<file path="config.mk">
export PLATFORM = sky130hd
export DESIGN_NAME = line_pixel_address_stepper_top
export DESIGN_NICKNAME = d
export VERILOG_FILES = /design/src/rtl/lpas_pkg.sv /design/src/rtl/lpas_setup.sv /design/src/rtl/lpas_step.sv /design/src/rtl/lpas_out_buf.sv /design/src/rtl/line_pixel_address_stepper_top.sv
export SDC_FILE = /design/constraint.sdc
export NUM_CORES = 1
export LEC_CHECK = 0
export ABC_CLOCK_PERIOD_IN_PS = 11000
export BUFFER_PORTS_ARGS = -buffer_cell sky130_fd_sc_hd__clkbuf_2
export CELL_PAD_IN_SITES_DETAIL_PLACEMENT = 1
export CELL_PAD_IN_SITES_GLOBAL_PLACEMENT = 1
export CORE_MARGIN = 1
export CORE_UTILIZATION = 45
export DETAILED_ROUTE_END_ITERATION = 8
export GPL_ROUTABILITY_DRIVEN = 0
export GPL_TIMING_DRIVEN = 0
export PLACE_DENSITY = 0.74
export RECOVER_POWER = 50
export SLEW_MARGIN = 20
export SYNTH_ARGS = -nofsm -noshare
export SYNTH_HDL_FRONTEND = slang
export SYNTH_SLANG_ARGS = --single-unit
export TNS_END_PERCENT = 5
</file>
<file path="constraint.sdc">
create_clock -name clk -period 11 [get_ports clk]
set_clock_uncertainty 0.15 [all_clocks]
set_input_delay 2.2 -clock clk [delete_from_list [all_inputs] [get_ports clk]]
set_output_delay 2.2 -clock clk [all_outputs]
set_load 0.02 [all_outputs]
</file>
<file path="src/rtl/lpas_pkg.sv">
`timescale 1ns / 1ps

package lpas_pkg;

	localparam int CoordW = 11;
	localparam int ErrW   = CoordW + 3;
	localparam int AddrW  = 32;
	localparam int ColorW = 32;
	localparam int PitchW = 16;
	localparam int PaddrW = 3;

	localparam logic OP_START = 1'b0;
	localparam logic OP_STEP  = 1'b1;

	// register select is paddr[2]
	localparam logic REG_FRAME_BASE = 1'b0;
	localparam logic REG_ROW_PITCH  = 1'b1;

	typedef struct packed {
		logic              op;
		logic [CoordW-1:0] start_x;
		logic [CoordW-1:0] start_y;
		logic [CoordW-1:0] end_x;
		logic [CoordW-1:0] end_y;
		logic [ColorW-1:0] line_color;
	} cmd_t;

	typedef struct packed {
		logic [AddrW-1:0]  pixel_addr;
		logic [ColorW-1:0] pixel_color;
		logic [CoordW-1:0] pixel_x;
		logic [CoordW-1:0] pixel_y;
		logic              last_pixel;
	} pix_t;

	typedef struct packed {
		logic                   busy;
		logic [AddrW-1:0]       cur_addr;
		logic [CoordW-1:0]      cur_x;
		logic [CoordW-1:0]      cur_y;
		logic signed [ErrW-1:0] err_term;
		logic [CoordW-1:0]      pixels_left;
		logic [CoordW-1:0]      major_delta;
		logic [CoordW-1:0]      minor_delta;
		logic                   x_major;
		logic                   x_negative;
		logic                   y_negative;
		logic [ColorW-1:0]      held_color;
	} line_t;

endpackage

</file>
<file path="src/rtl/lpas_setup.sv">
`timescale 1ns / 1ps

module lpas_setup import lpas_pkg::*; (
	input  cmd_t              cmd,
	input  logic [AddrW-1:0]  frame_base,
	input  logic [PitchW-1:0] row_pitch,
	output line_t             line
);

	logic                      x_neg, y_neg, x_maj;
	logic [CoordW-1:0]         dx, dy, major, minor;
	logic [CoordW+PitchW-1:0]  row_off;

	always_comb begin
		x_neg = cmd.end_x < cmd.start_x;
		y_neg = cmd.end_y < cmd.start_y;
		dx = x_neg ? cmd.start_x - cmd.end_x : cmd.end_x - cmd.start_x;
		dy = y_neg ? cmd.start_y - cmd.end_y : cmd.end_y - cmd.start_y;
		// ties and single points go y-major
		x_maj = dx > dy;
		major = x_maj ? dx : dy;
		minor = x_maj ? dy : dx;
		row_off = (CoordW+PitchW)'(cmd.start_y) * (CoordW+PitchW)'(row_pitch);

		line.busy        = 1'b1;
		line.cur_addr    = frame_base + AddrW'({cmd.start_x, 2'b00}) + AddrW'(row_off);
		line.cur_x       = cmd.start_x;
		line.cur_y       = cmd.start_y;
		line.err_term    = $signed({2'b00, minor, 1'b0}) - $signed({3'b000, major});
		line.pixels_left = major;
		line.major_delta = major;
		line.minor_delta = minor;
		line.x_major     = x_maj;
		line.x_negative  = x_neg;
		line.y_negative  = y_neg;
		line.held_color  = cmd.line_color;
	end

endmodule

</file>
<file path="src/rtl/lpas_step.sv">
`timescale 1ns / 1ps

module lpas_step import lpas_pkg::*; (
	input  logic              clk,
	input  logic              arst_n,
	input  logic              accept,
	input  cmd_t              cmd,
	input  line_t             setup,
	input  logic [PitchW-1:0] row_pitch,
	output logic              res_valid,
	output pix_t              res
);

	line_t                  line_q;
	line_t                  line_nxt;
	logic                   last;
	logic                   diag;
	logic                   mv_x, mv_y;
	logic [AddrW-1:0]       x_off, y_off;
	logic signed [ErrW-1:0] err_dec;

	always_comb begin
		last = line_q.pixels_left == '0;
		res_valid = accept && cmd.op == OP_STEP && line_q.busy;
		res.pixel_addr  = line_q.cur_addr;
		res.pixel_color = line_q.held_color;
		res.pixel_x     = line_q.cur_x;
		res.pixel_y     = line_q.cur_y;
		res.last_pixel  = last;

		// error term >= 0 means a diagonal step this time
		diag = !line_q.err_term[ErrW-1];
		mv_x = line_q.x_major || diag;
		mv_y = !line_q.x_major || diag;
		x_off = '0;
		if (mv_x) begin
			x_off = line_q.x_negative ? -AddrW'(4) : AddrW'(4);
		end
		y_off = '0;
		if (mv_y) begin
			y_off = line_q.y_negative ? -AddrW'(row_pitch) : AddrW'(row_pitch);
		end
		err_dec = diag ? $signed({2'b00, line_q.major_delta, 1'b0}) : '0;

		line_nxt = line_q;
		line_nxt.cur_addr = line_q.cur_addr + x_off + y_off;
		if (mv_x) begin
			line_nxt.cur_x = line_q.x_negative ? line_q.cur_x - CoordW'(1)
				: line_q.cur_x + CoordW'(1);
		end
		if (mv_y) begin
			line_nxt.cur_y = line_q.y_negative ? line_q.cur_y - CoordW'(1)
				: line_q.cur_y + CoordW'(1);
		end
		line_nxt.err_term = line_q.err_term - err_dec
			+ $signed({2'b00, line_q.minor_delta, 1'b0});
		line_nxt.pixels_left = line_q.pixels_left - CoordW'(1);
	end

	always_ff @(posedge clk or negedge arst_n) begin
		if (!arst_n) begin
			line_q <= '0;
		end else if (accept) begin
			if (cmd.op == OP_START) begin
				line_q <= setup;
			end else if (line_q.busy) begin
				if (last) begin
					line_q.busy <= 1'b0;
				end else begin
					line_q <= line_nxt;
				end
			end
		end
	end

endmodule

</file>
<file path="src/rtl/lpas_out_buf.sv">
`timescale 1ns / 1ps

module lpas_out_buf import lpas_pkg::*; (
	input  logic clk,
	input  logic arst_n,
	input  logic res_valid,
	input  pix_t res,
	output logic full,
	output logic pix_valid,
	input  logic pix_stall,
	output pix_t pix
);

	logic main_valid_q, skid_valid_q;
	pix_t main_q, skid_q;

	assign full      = skid_valid_q;
	assign pix_valid = main_valid_q;
	assign pix       = main_q;

	always_ff @(posedge clk or negedge arst_n) begin
		if (!arst_n) begin
			main_valid_q <= 1'b0;
			skid_valid_q <= 1'b0;
		end else if (!main_valid_q || !pix_stall) begin
			// no new result can arrive while the skid slot is full
			main_valid_q <= skid_valid_q || res_valid;
			skid_valid_q <= 1'b0;
		end else if (res_valid) begin
			skid_valid_q <= 1'b1;
		end
	end

	always_ff @(posedge clk) begin
		if (!main_valid_q || !pix_stall) begin
			main_q <= skid_valid_q ? skid_q : res;
		end else if (res_valid) begin
			skid_q <= res;
		end
	end

endmodule

</file>
<file path="src/rtl/line_pixel_address_stepper_top.sv">
// channel | dir | handshake               | payload
// cmd     | in  | cmd_valid / cmd_stall   | cmd_t (op, endpoints, color)
// pix     | out | pix_valid / pix_stall   | pix_t (address, color, x, y, last)
// apb     | in  | psel / penable / pready | frame_base, row_pitch
//
// One item per clock while cmd_stall is low: a start item loads the line
// state when taken; a step item's pixel is registered in the output buffer.
// The start address (one 11x16 multiply plus adds) sets the longest path.
// Reset clears the line state, so step items give nothing until a start.
// Output register plus one skid entry: cmd_stall is high while the skid entry
// holds a pixel, from the cycle after a pixel meets a stalled, full output.
`timescale 1ns / 1ps

module line_pixel_address_stepper_top import lpas_pkg::*; (
	input  logic              clk,
	input  logic              arst_n,
	input  logic              cmd_valid,
	output logic              cmd_stall,
	input  cmd_t              cmd,
	output logic              pix_valid,
	input  logic              pix_stall,
	output pix_t              pix,
	input  logic              psel,
	input  logic              penable,
	input  logic              pwrite,
	input  logic [PaddrW-1:0] paddr,
	input  logic [31:0]       pwdata,
	output logic [31:0]       prdata,
	output logic              pready
);

	logic [AddrW-1:0]  frame_base_q;
	logic [PitchW-1:0] row_pitch_q;
	logic              accept;
	logic              buf_full;
	logic              res_valid;
	pix_t              res;
	line_t             setup;

	assign pready    = 1'b1;
	assign cmd_stall = buf_full;
	assign accept    = cmd_valid && !buf_full;

	always_ff @(posedge clk or negedge arst_n) begin
		if (!arst_n) begin
			frame_base_q <= '0;
			row_pitch_q  <= '0;
		end else if (psel && penable && pwrite && pready) begin
			unique case (paddr[2])
				REG_FRAME_BASE: frame_base_q <= pwdata;
				REG_ROW_PITCH:  row_pitch_q  <= pwdata[PitchW-1:0];
				default: ;
			endcase
		end
	end

	always_comb begin
		unique case (paddr[2])
			REG_FRAME_BASE: prdata = frame_base_q;
			REG_ROW_PITCH:  prdata = 32'(row_pitch_q);
			default:        prdata = '0;
		endcase
	end

	lpas_setup u_setup (
		.cmd        (cmd),
		.frame_base (frame_base_q),
		.row_pitch  (row_pitch_q),
		.line       (setup)
	);

	lpas_step u_step (
		.clk       (clk),
		.arst_n    (arst_n),
		.accept    (accept),
		.cmd       (cmd),
		.setup     (setup),
		.row_pitch (row_pitch_q),
		.res_valid (res_valid),
		.res       (res)
	);

	lpas_out_buf u_out_buf (
		.clk       (clk),
		.arst_n    (arst_n),
		.res_valid (res_valid),
		.res       (res),
		.full      (buf_full),
		.pix_valid (pix_valid),
		.pix_stall (pix_stall),
		.pix       (pix)
	);

endmodule

</file>
==> impl_metrics.tcl <==
set metrics [dict create \
    status "complete, but fails checks" \
    violations "capacitance limit, slew limit" \
    grt_max_degree 91 \
    synthTopCellsByCount "inv_1, nand2_1, fa_1, ha_1, dfrtp_1" \
    post-route-period-util 0.935 \
    rsz0062_at_grt "false" \
    period_needed_ns 10.28 \
    cts_tree "yes" \
    cpMostUsedCell "a21oi_1" \
    worstPathRequired_ns 11.34 \
    synthTopCellsByArea "edfxtp_1, dfrtp_1, fa_1, ha_1, mux2_2" \
    cts_resized 0 \
    synth_top_family_by_area "adder cells" \
    drc_errors 0 \
    vias 22300 \
    grt_pass1_wl_mm 143 \
    slew_violations 282 \
    cp.arrival_ns 10.62 \
    coreArea_um2 61700 \
    hold_path.class "reg2reg" \
    worst_path_max_delay_cell "xor2_1" \
    clk_pin_slew_worst_paths_ns 0.06 \
    die_area_um2 63500 \
    slew-limit-headroom -2.23 \
    fin_cells 3942 \
    yosysMostFrequentCell "inv_1" \
    seq_area_um2 9880 \
    cts_sinks 360 \
    max_cap_violations 4 \
    wl_per_cell_um 23.5 \
    ant_nets 0 \
    htreeDepth 2 \
    antenna-diode-count 0 \
    fin_nets 3597 \
    synth_async_sr_flop_share 0.517 \
    muxShareOfSynthArea 0.0756 \
    end_kind "flop" \
    dpl.hpwl_mm 73.0 \
    final_core_util 0.519 \
    syn-num-nets 3302 \
    worst_pin_slew_ns 4.85 \
    synth-seq-cells 360 \
    post-place-cells 3860 \
    ys_seq_area_frac 0.352 \
    drt_iter0_drc 1445 \
    ys.flop_type "dfrtp_1" \
    synthSimpleGateAreaFrac 0.113 \
    row_count 91 \
    postCtsSetupBuffers 0 \
    cts-hold-fix-buffers 0 \
    yosys.area.top_type "edfxtp_1" \
    synth_xor_area_frac 0.0324 \
    wl_mm 92.7 \
    chipWidth_um 252 \
    path_class "in2reg" \
    root_buffer "clkbuf_16" \
    max_stage_delay_ns 0.56 \
    cp_max_fo 10 \
    clk_path_buf_depth 3 \
    hold_viol 0 \
    first_pass_iters 5 \
    die_h_um 252 \
    start_kind "input port" \
    synth-compound-area-share 0.124 \
    grt-ovfl-total 0 \
    grt_pass1_vias 24300 \
    fmax_mhz 97.3 \
    pin_count 241 \
    portBuffers 235 \
    fillers 7021 \
    multi_input_area_um2 16400 \
    ys_warn_count 0 \
    area_growth_pct 14.0 \
    synth_edf_count 174 \
    synthAdderAreaFrac 0.239 \
    synth_area_um2 28100 \
    synth_area_per_cell_um2 10.1 \
    initial_core_util 0.455 \
    yosys.area.top_type_share 0.186 \
    syn_inst 2774 \
    cts_buffers 44 \
    setup_viol 0 \
    clk_latency_ns 0.60 \
    grt_usage 0.294 \
    synth_cell_type_count 77 \
    via_per_inst 5.67 \
    layout-drive-gt1-share 0.160 \
    antenna_found_initial 0 \
    r2r_slack_ns 3.63 \
]
## layout by cell type (no fill, tap or decap), drive strengths merged, types with 17 or more instances in the layout
cell	n
buf	20
a21o	44
dfrtp	186
mux2	162
clkbuf	401
edfxtp	174
inv	367
nand2	339
o21a	37
clkinv	17
fa	213
and2	49
nor3	28
nand2b	25
o221ai	29
o211ai	22
xor2	53
mux2i	30
xnor2	51
nor2	126
nor2b	31
o21ai	122
ha	196
nand3	29
a21oi	125
## sequential cells by signal, indices dropped and copies added, names as in the netlist
| signal | flops |
|---|---|
| row_pitch_q | 16 |
| u_out_buf.full | 1 |
| frame_base_q | 32 |
| u_out_buf.skid_q | 87 |
| u_step.line_q | 24 |
| u_out_buf.pix | 87 |
| u_out_buf.pix_valid | 1 |
| u_step.res | 86 |
| u_step.line_nxt | 26 |
## per-stage QoR
step                      worst slack (ns)  area, um^2  TNS (ns)  hold slack, ns
after floorplan                      0.828       28100         0           0.288
after global placement               -4.02       30300   -349.22           0.301
after detailed placement             0.430       30500         0           0.310
after CTS                             1.03       32100         0           0.326
after global routing                 0.353       32000         0           0.333
final                                0.720       32000         0           0.320
## cell families (layout without fill, tap and decap cells)
group                      after synthesis  after routing
adders and majority gates              409            409
xor gates and xnor gates               104            104
AOI/OAI and AO/OA                      529            529
buffers and inverters                  484            815
other                                    1              1
muxes                                  192            192
and+or+nand+nor                        695            695
DFF                                    360            360
## critical path, delay by kind of cell
family,cells,cell delay [ns]
compound gates,14,2.94
buf+inv,7,2.05
simple gates,6,1.58
fa+ha+maj,3,0.96
xor+xnor,1,0.56
mux,1,0.30
## per-layer routing
metal	part of all wire	GRT usage	wire length (um)	vias up
met5	0	0	0	-
met4	0.034	0.103	3180	0
met3	0.049	0.0357	4580	156
met2	0.48	0.491	44100	632
met1	0.44	0.396	40800	11500
li1	-	-	-	10000
## worst paths after layout
check,start,endpoint,cells after the start
worst max register to register,row_pitch_q[1]$_DFFE_PN0P_,u_step.res[86]$_DFFE_PN0P_,20
max in group asynchronous,arst_n,u_step.res[16]$_DFFE_PN0P_,2
min in group asynchronous,arst_n,u_step.res[43]$_DFFE_PN0P_,1
worst min-delay path,u_step.res[24]$_DFFE_PN0P_,u_out_buf.skid_q[24]$_DFFE_PP_,0
worst min register to register,u_step.res[24]$_DFFE_PN0P_,u_out_buf.skid_q[24]$_DFFE_PP_,0
worst max-delay path,cmd[55],u_step.line_q[81]$_DFFE_PN0P_,32
## cell type report
cell class                 instances  area share
buffer                           117      0.0142
clock buffer                      55      0.0385
clock inverter                    27      0.0108
inverter                         367      0.0430
multi-input combinational       1930       0.512
sequential                       360       0.308
tap                              837      0.0327
timing repair buffer             249      0.0405
Power is not shown: default switching activity piles up to over one toggle a cycle in this logic, so the estimate is an artifact.
